`src/design/rc6_pkg.sv`:
```
// ----------------------------------------------------------------------------
// rc6_pkg
// Shared constants, register indexes and helpers for the RC6 block encryptor.
// ----------------------------------------------------------------------------
package rc6_pkg;

	localparam int ROUNDS_DEF        = 20;
	localparam int MAX_KEY_WORDS_DEF = 8;

	localparam int WORD_W    = 32;
	localparam int CFG_W     = 64;
	localparam int CFG_IDX_W = 3;
	localparam int KW_W      = 4;
	localparam int LG_W      = 5;

	localparam logic [WORD_W-1:0] P32 = 32'hB7E1_5163;
	localparam logic [WORD_W-1:0] Q32 = 32'h9E37_79B9;

	localparam logic [CFG_IDX_W-1:0] REG_KEY_LOW      = 3'd0;
	localparam logic [CFG_IDX_W-1:0] REG_KEY_MID_LOW  = 3'd1;
	localparam logic [CFG_IDX_W-1:0] REG_KEY_MID_HIGH = 3'd2;
	localparam logic [CFG_IDX_W-1:0] REG_KEY_HIGH     = 3'd3;
	localparam logic [CFG_IDX_W-1:0] REG_KEY_WORDS    = 3'd4;

	localparam logic [KW_W-1:0] KEY_WORDS_RST = 4'd4;

	typedef enum logic [1:0] {
		KS_INIT,
		KS_MIX,
		KS_ALIGN,
		KS_IDLE
	} ks_state_t;

	function automatic logic [WORD_W-1:0] rotl(input logic [WORD_W-1:0] x,
		input logic [LG_W-1:0] n);
		logic [2*WORD_W-1:0] t;
		t = {x, x} << n;
		return t[2*WORD_W-1:WORD_W];
	endfunction

endpackage

```
`src/design/rc6_key_expand.sv`:
```
// ----------------------------------------------------------------------------
// rc6_key_expand
// Key registers and sequential key schedule: one mixing step per cycle,
// round keys held in a circular register line.
// ----------------------------------------------------------------------------
module rc6_key_expand
	import rc6_pkg::*;
#(
	parameter int ROUNDS        = ROUNDS_DEF,
	parameter int MAX_KEY_WORDS = MAX_KEY_WORDS_DEF
) (
	input  logic                 clk,
	input  logic                 arst_n,
	input  logic                 cfg_we,
	input  logic [CFG_IDX_W-1:0] cfg_index,
	input  logic [CFG_W-1:0]     cfg_wdata,
	output logic                 keys_ready,
	output logic [WORD_W-1:0]    round_keys [2*ROUNDS+4]
);

	localparam int RK      = 2*ROUNDS + 4;
	localparam int MAXST   = 3*((RK > MAX_KEY_WORDS) ? RK : MAX_KEY_WORDS);
	localparam int STEP_W  = $clog2(MAXST + 1);
	localparam int IDX_W   = $clog2(RK);
	localparam int JW      = (MAX_KEY_WORDS > 1) ? $clog2(MAX_KEY_WORDS) : 1;

	logic [CFG_W-1:0]  key_q [4];
	logic [KW_W-1:0]   key_words_q;
	ks_state_t         state_q, state_d;
	logic [STEP_W-1:0] cnt_q;
	logic [IDX_W-1:0]  i_q;
	logic [JW-1:0]     j_q;
	logic [WORD_W-1:0] a_q, b_q, init_q;
	logic [WORD_W-1:0] rk_q [RK];
	logic [WORD_W-1:0] scr_q [MAX_KEY_WORDS];

	logic              cfg_hit;
	logic [KW_W-1:0]   c_eff;
	logic [STEP_W-1:0] steps;
	logic [WORD_W-1:0] na, nb, ab;
	logic [IDX_W-1:0]  i_nxt;
	logic [JW-1:0]     j_nxt;
	logic              last_step;

	assign cfg_hit = cfg_we && (cfg_index <= REG_KEY_WORDS);

	always_comb begin
		if (key_words_q == '0) begin
			c_eff = KW_W'(1);
		end else if (key_words_q > KW_W'(MAX_KEY_WORDS)) begin
			c_eff = KW_W'(MAX_KEY_WORDS);
		end else begin
			c_eff = key_words_q;
		end
		if (int'(c_eff) > RK) begin
			steps = STEP_W'(3*int'(c_eff));
		end else begin
			steps = STEP_W'(3*RK);
		end
	end

	always_comb begin
		na        = rotl(rk_q[0] + a_q + b_q, LG_W'(3));
		ab        = na + b_q;
		nb        = rotl(scr_q[j_q] + ab, ab[LG_W-1:0]);
		i_nxt     = (int'(i_q) == RK-1) ? '0 : i_q + 1'b1;
		j_nxt     = (KW_W'(j_q) + 1'b1 == c_eff) ? '0 : j_q + 1'b1;
		last_step = (cnt_q == steps - 1'b1);
	end

	always_comb begin
		state_d = state_q;
		case (state_q)
			KS_INIT: begin
				if (int'(cnt_q) == RK-1) state_d = KS_MIX;
			end
			KS_MIX: begin
				if (last_step) state_d = (i_nxt == '0) ? KS_IDLE : KS_ALIGN;
			end
			KS_ALIGN: begin
				if (i_nxt == '0) state_d = KS_IDLE;
			end
			KS_IDLE: state_d = KS_IDLE;
			default: state_d = KS_INIT;
		endcase
		if (cfg_hit) state_d = KS_INIT;
	end

	always_comb begin
		case (state_q)
			KS_IDLE: keys_ready = 1'b1;
			default: keys_ready = 1'b0;
		endcase
	end

	always_ff @(posedge clk or negedge arst_n) begin
		if (!arst_n) begin
			for (int k = 0; k < 4; k++) key_q[k] <= '0;
			key_words_q <= KEY_WORDS_RST;
			state_q     <= KS_INIT;
			cnt_q       <= '0;
			i_q         <= '0;
			j_q         <= '0;
		end else begin
			if (cfg_we && !cfg_index[CFG_IDX_W-1]) key_q[cfg_index[1:0]] <= cfg_wdata;
			if (cfg_we && cfg_index == REG_KEY_WORDS) key_words_q <= cfg_wdata[KW_W-1:0];
			state_q <= state_d;
			if (cfg_hit || (state_q == KS_INIT && state_d == KS_MIX)) begin
				cnt_q <= '0;
				i_q   <= '0;
				j_q   <= '0;
			end else if (state_q == KS_INIT) begin
				cnt_q <= cnt_q + 1'b1;
			end else if (state_q == KS_MIX) begin
				cnt_q <= cnt_q + 1'b1;
				i_q   <= i_nxt;
				j_q   <= j_nxt;
			end else if (state_q == KS_ALIGN) begin
				i_q <= i_nxt;
			end
		end
	end

	always_ff @(posedge clk) begin
		case (state_q)
			KS_INIT: begin
				for (int k = 0; k < RK-1; k++) rk_q[k] <= rk_q[k+1];
				rk_q[RK-1] <= (cnt_q == '0) ? P32 : init_q;
				init_q     <= ((cnt_q == '0) ? P32 : init_q) + Q32;
				for (int s = 0; s < MAX_KEY_WORDS; s++) begin
					scr_q[s] <= key_q[(s >> 1) & 3][(s & 1)*WORD_W +: WORD_W];
				end
				a_q <= '0;
				b_q <= '0;
			end
			KS_MIX: begin
				for (int k = 0; k < RK-1; k++) rk_q[k] <= rk_q[k+1];
				rk_q[RK-1] <= na;
				scr_q[j_q] <= nb;
				a_q        <= na;
				b_q        <= nb;
			end
			KS_ALIGN: begin
				for (int k = 0; k < RK-1; k++) rk_q[k] <= rk_q[k+1];
				rk_q[RK-1] <= rk_q[0];
			end
			default: ;
		endcase
	end

	assign round_keys = rk_q;

`ifndef ASSERT_OFF
	a_cfg_clears_ready: assert property (@(posedge clk) disable iff (!arst_n)
		cfg_hit |=> !keys_ready)
		else $error("key schedule ready after key write");
	a_idle_aligned: assert property (@(posedge clk) disable iff (!arst_n)
		keys_ready |-> (i_q == '0))
		else $error("round keys not aligned when ready");
`endif

endmodule

```
`config.mk`:
```
export PLATFORM = sky130hd
export DESIGN_NAME = rc6_key_expand
export DESIGN_NICKNAME = d
export VERILOG_FILES = /design/src/design/rc6_pkg.sv /design/src/design/rc6_key_expand.sv
export SDC_FILE = /design/constraint.sdc
export NUM_CORES = 2
export LEC_CHECK = 0
export ABC_AREA = 1
export BUFFER_PORTS_ARGS = -buffer_cell sky130_fd_sc_hd__buf_4
export CAP_MARGIN = 20
export CORE_AREA = 10 10 561 563
export DETAILED_ROUTE_END_ITERATION = 16
export DIE_AREA = 0 0 571 573
export HOLD_SLACK_MARGIN = 0.06
export PLACE_DENSITY = 0.52
export SYNTH_ARGS = -nofsm -noshare
export SYNTH_HDL_FRONTEND = slang
export SYNTH_SLANG_ARGS = --single-unit
```
`constraint.sdc`:
```
create_clock -name clk -period 62.1 [get_ports clk]
set_input_delay 6.21 -clock clk [delete_from_list [all_inputs] [get_ports clk]]
set_output_delay 6.21 -clock clk [all_outputs]
set_load 0.01 [all_outputs]
```
* After elaboration in Yosys (flattened, before gate mapping)
Memory sizes are Yosys's and may differ from the RTL's. Cells that the tools add are included.
Word-level totals: memories kept 1, bits in registers 1783, RAM bits 256
Memory list:
- scr_q | words 8, bits a word 32, read ports 1, clocked after memory_dff 0, write ports 8, line rc6_key_expand.sv:35 | logic [WORD_W-1:0] scr_q [MAX_KEY_WORDS];
Cells by class: mux-type cells 35, shift operators 1, add/subtract/negate cells 9, reductions and logical operators 19, equality and inequality tests 10, order comparisons 4, bitwise operators 1
Operator list (number):
- case mux 1408 bit (3 select lines) | 1
- bitwise mux 256 bit | 1
- adder 32 bit | 4
- demux 64 bit (select 2 bit) | 1
- case mux 32 bit (2 select lines) | 2
- 2-to-1 mux 32 bit | 2
- 2-to-1 mux 64 bit | 1
- left shift 64 x 5 -> 64 bit | 1
- adder 32 bit, second input constant | 1
- OR reduction 32 bit | 1
- 2-to-1 mux 6 bit | 5
- 2-to-1 mux 8 bit | 3
- 2-to-1 mux 3 bit | 5
- nonzero test 3 bit | 3
- adder 8 x 1 -> 8 bit, second input constant | 1
- equality test 8 x 7 -> 1 bit, second input constant | 1
- equality test 8 bit, second input constant | 1
- zero test 8 bit | 1
- 2-to-1 mux 2 bit | 4
- 2-to-1 mux 4 bit | 2
- case mux 2 bit (4 select lines) | 1
- 2-to-1 mux 1 bit | 7
- adder 6 x 1 -> 6 bit, second input constant | 1
- equality test 6 bit, second input constant | 1
- other kinds (20) | 28

* Longest topological paths before layout
depth in word-level cells 12, mapped depth 56

* Worst setup path before layout
No wires, ideal clock.
path kind register to register, from register state_q[0], to register rk_q, in the netlist round_keys[0] (enable), stages on the path, launching flop included 3, library setup time 1.742 ns, data arrival time 27.637 ns, required time 60.358 ns, path slack 32.721 ns, cells stage by stage dfrtp_1 ha_1 inv_1
Between the ends: longest elaborated chain between the ends 2, elaborated cells between the ends (all ways) 4
RTL lines:
- start, declared | line rc6_key_expand.sv:29 | ks_state_t state_q, state_d;
- start signal, assigned | line rc6_key_expand.sv:107 | state_q <= state_d;
- equality test 2 x 1 -> 1 bit (tied with other cells) | line rc6_key_expand.sv:125 | case (state_q)
- nonzero test 3 bit (no line) *
- end signal, assigned by index | line rc6_key_expand.sv:128 | rk_q[RK-1] <= (cnt_q == '0) ? P32 : init_q;
- end signal, assigned by index | line rc6_key_expand.sv:138 | rk_q[RK-1] <= na;
- end signal, assigned by index | line rc6_key_expand.sv:145 | rk_q[RK-1] <= rk_q[0];
- end, declared | line rc6_key_expand.sv:34 | logic [WORD_W-1:0] rk_q [RK];
Mark *: on every way between the ends. The rest lies on a longest branch, timed or not. A chain may end at the register's enable or synchronous reset.

==> impl_metrics.py <==
metrics = {
    "critical_path": {
        "cp.required_ns": 62.67,
        "slowest_delay_ns": 0.63,
        "slowest_stage": "buf_4",
        "critPathKind": "register to register",
        "start_kind": "register",
        "crit_arrival_ns": 10.12,
        "crit_top_cell": "nand2_1",
        "timing.rr.end": "scr_q[4][5]",
        "r2r_setup_slack_ns": 52.56,
        "worstReg2RegStart": "round_keys[1377]",
        "cp-end-kind": "register",
        "cp_max_fo": 33,
        "worst-r2r-cell-count": 45,
    },
    "clock_tree": {
        "cts_setup_buffers": 0,
        "postCtsResizedCells": 0,
        "clk_pin_slew_worst_paths_ns": 0.06,
        "clk_path_buf_depth": 4,
        "cts_hold_buf": 0,
        "cts_tree": "built",
        "clock_sinks": 2039,
        "cts_root_buf": "clkbuf_16",
        "htreeDepth": 4,
        "clock_latency_ns": 0.92,
        "numCtsBuffers": 230,
    },
    "floorplan": {
        "rows": 202,
        "io_pins": 1479,
        "die-height_um": 573,
        "dieArea_um2": 327200,
        "coreArea_um2": 302500,
        "die_w_um": 571,
        "start_util": 0.2619,
    },
    "logic_synthesis": {
        "ys_ff_latch": 2039,
        "synth_simple_gate_area_frac": 0.1303,
        "synth_cell_types": 67,
        "synth_area_um2": 79230,
        "synth_mux_area_frac": 0.0001263,
        "synth-adder-area-share": 0.02470,
        "seq_area_frac_synth": 0.7551,
        "ys_async_sr_fraction": 0.1368,
        "ys_warn_count": 0,
        "synth_edf_count": 1760,
        "synthCells": 5702,
        "synthFlopType": "edfxtp_1",
        "synth_top_family_by_area": "simple AND/OR/NAND/NOR gates",
        "syn_avg_cell_area_um2": 13.90,
        "syn_nets": 5908,
        "synthXorXnorAreaFrac": 0.009933,
        "synth-compound-area-share": 0.05468,
    },
    "routing": {
        "routed_via_density": 4.775,
        "drtPass1Iterations": 6,
        "wire_per_inst_um": 31.07,
        "vias": 54840,
        "drc": 0,
        "wl_mm": 356.9,
        "antenna_left": 0,
        "drt_iter0_drc": 5665,
    },
    "sta": {
        "tightest_slew_ns": 1.363,
        "fmax_mhz": 104.8,
        "final-hold-violation-count": 0,
        "setup_slack_ns": 52.56,
        "fin_crit_sh": 0.1537,
        "fin_setup_tns_ns": 0,
        "finClkSkew_ns": 0.09904,
        "rsz0062_at_grt": "no",
        "period_needed_ns": 9.544,
        "slew_headroom": 0.09129,
        "slew_viol_final": 0,
        "setup_violations": 0,
        "timing.hold.ws_ns": 0.4058,
    },
    "flow_run": {
        "drv_cap": 0,
    },
    "worst_hold_path": {
        "min_to": "round_keys[143]",
        "hold_start": "round_keys[111]",
        "hold_class": "register to register",
        "whs_path_depth": 0,
    },
    "place": {
        "hpwl_mm": 271.3,
        "globalplace.congestion": 0.9409,
        "io_buffers": 1478,
        "place_ws_ns": 52.84,
        "dp_cells": 11040,
    },
    "run_status": {
        "status": "completed",
    },
    "layout": {
        "fin_cells": 11490,
        "mostFrequentLayoutCells": "edfxtp_1 (1760), buf_4 (1557), nand2_1 (1294), nand3_1 (468), o21ai_0 (323)",
        "area_delta_synth_final_pct": 30.31,
        "num-nets-final": 7505,
        "layout_commonest_cell": "edfxtp_1",
        "layout-drive-gt1-share": 0.2878,
    },
    "global_route": {
        "grt_pass1_wl_mm": 473.0,
        "grt-ovfl-total": 0,
        "track_usage": 0.2065,
        "grt_pass1_vias": 53090,
        "grt_max_degree": 193,
        "antenna_found_initial": 35,
    },
}
## cells by family (layout without fill, tap and decap cells)
group                    Yosys count  after routing
multiplexers                       1              1
buffers and inverters            511           2306
other                              0             10
AO/OA/AOI/OAI                    739            739
flip-flops                      2039           2039
AND/OR/NAND/NOR                 2187           2187
XOR/XNOR                          89             89
adder cells (fa/ha/maj)          136            136
## registers in the layout (all words and copies together), names as in the netlist
name,flops
a_q,32
b_q,32
cnt_q,8
i_q,6
init_q,32
j_q,3
key_q,256
key_words_q,4
round_keys,1408
scr_q,256
state_q,2
## worst max-delay path, delay by kind of cell (launching register included)
kind                     cells  cell delay (ns)
AO/OA/AOI/OAI                6             1.54
XOR/XNOR                     1             0.21
adder cells (fa/ha/maj)      6             2.30
buffers and inverters        8             1.42
flip-flops                   1             0.45
AND/OR/NAND/NOR             24             3.20
## how the worst max path moves through the flow
stage / endpoint / depth (start not counted) / start / slack (ns)
after floorplan: round_keys[0] / 2 / state_q[0] / 32.72
after global placement: scr_q[4][5] / 45 / round_keys[1377] / 52.71
after detailed placement: scr_q[4][5] / 45 / round_keys[1377] / 52.84
after CTS: scr_q[4][5] / 45 / round_keys[1377] / 52.78
after global routing: scr_q[7][5] / 50 / round_keys[1377] / 51.82
final: scr_q[4][5] / 45 / round_keys[1377] / 52.56
## cell usage after synthesis (29+ instances only)
| master | n | share of area |
|---|---|---|
| a221oi_1 | 30 | 0.0033 |
| fa_1 | 34 | 0.0086 |
| a21oi_1 | 233 | 0.015 |
| nand3_2 | 46 | 0.0058 |
| nand3_1 | 470 | 0.030 |
| edfxtp_1 | 1760 | 0.67 |
| ha_1 | 102 | 0.016 |
| a32o_1 | 29 | 0.0037 |
| clkbuf_1 | 160 | 0.0076 |
| nand3_4 | 62 | 0.014 |
| o21ai_0 | 323 | 0.020 |
| nor2_1 | 194 | 0.0092 |
| dfrtp_1 | 278 | 0.088 |
| inv_1 | 300 | 0.014 |
| xor2_1 | 60 | 0.0066 |
| nand2_1 | 1305 | 0.062 |
## layout make-up
class,count,area (um^2)
inverters,314,1187
fillers,29620,199300
well taps,3978,4977
repair buffers,1562,11790
diodes,10,25.02
clock inverters,166,1881
multi-input cells,3152,17610
flip-flops and latches,2039,59840
clock buffers,264,5944
## stage by stage
step | utilization | area (um^2)
after global routing | 0.3412 | 103200
after global placement | 0.3152 | 95370
after detailed placement | 0.3152 | 95370
final | 0.3413 | 103200
after CTS | 0.3411 | 103200
after floorplan | - | 79230
## metal layers
metal  up-vias  track usage  routed length (um)
li1      23640            -                   -
met1     27970       0.2424              133400
met2      2732       0.3620              177800
met3       495      0.04972               28500
met4        10      0.08162               17030
met5         -            0                  57
Power is not shown: default switching activity piles up to over one toggle a cycle in this logic, so the estimate is an artifact.
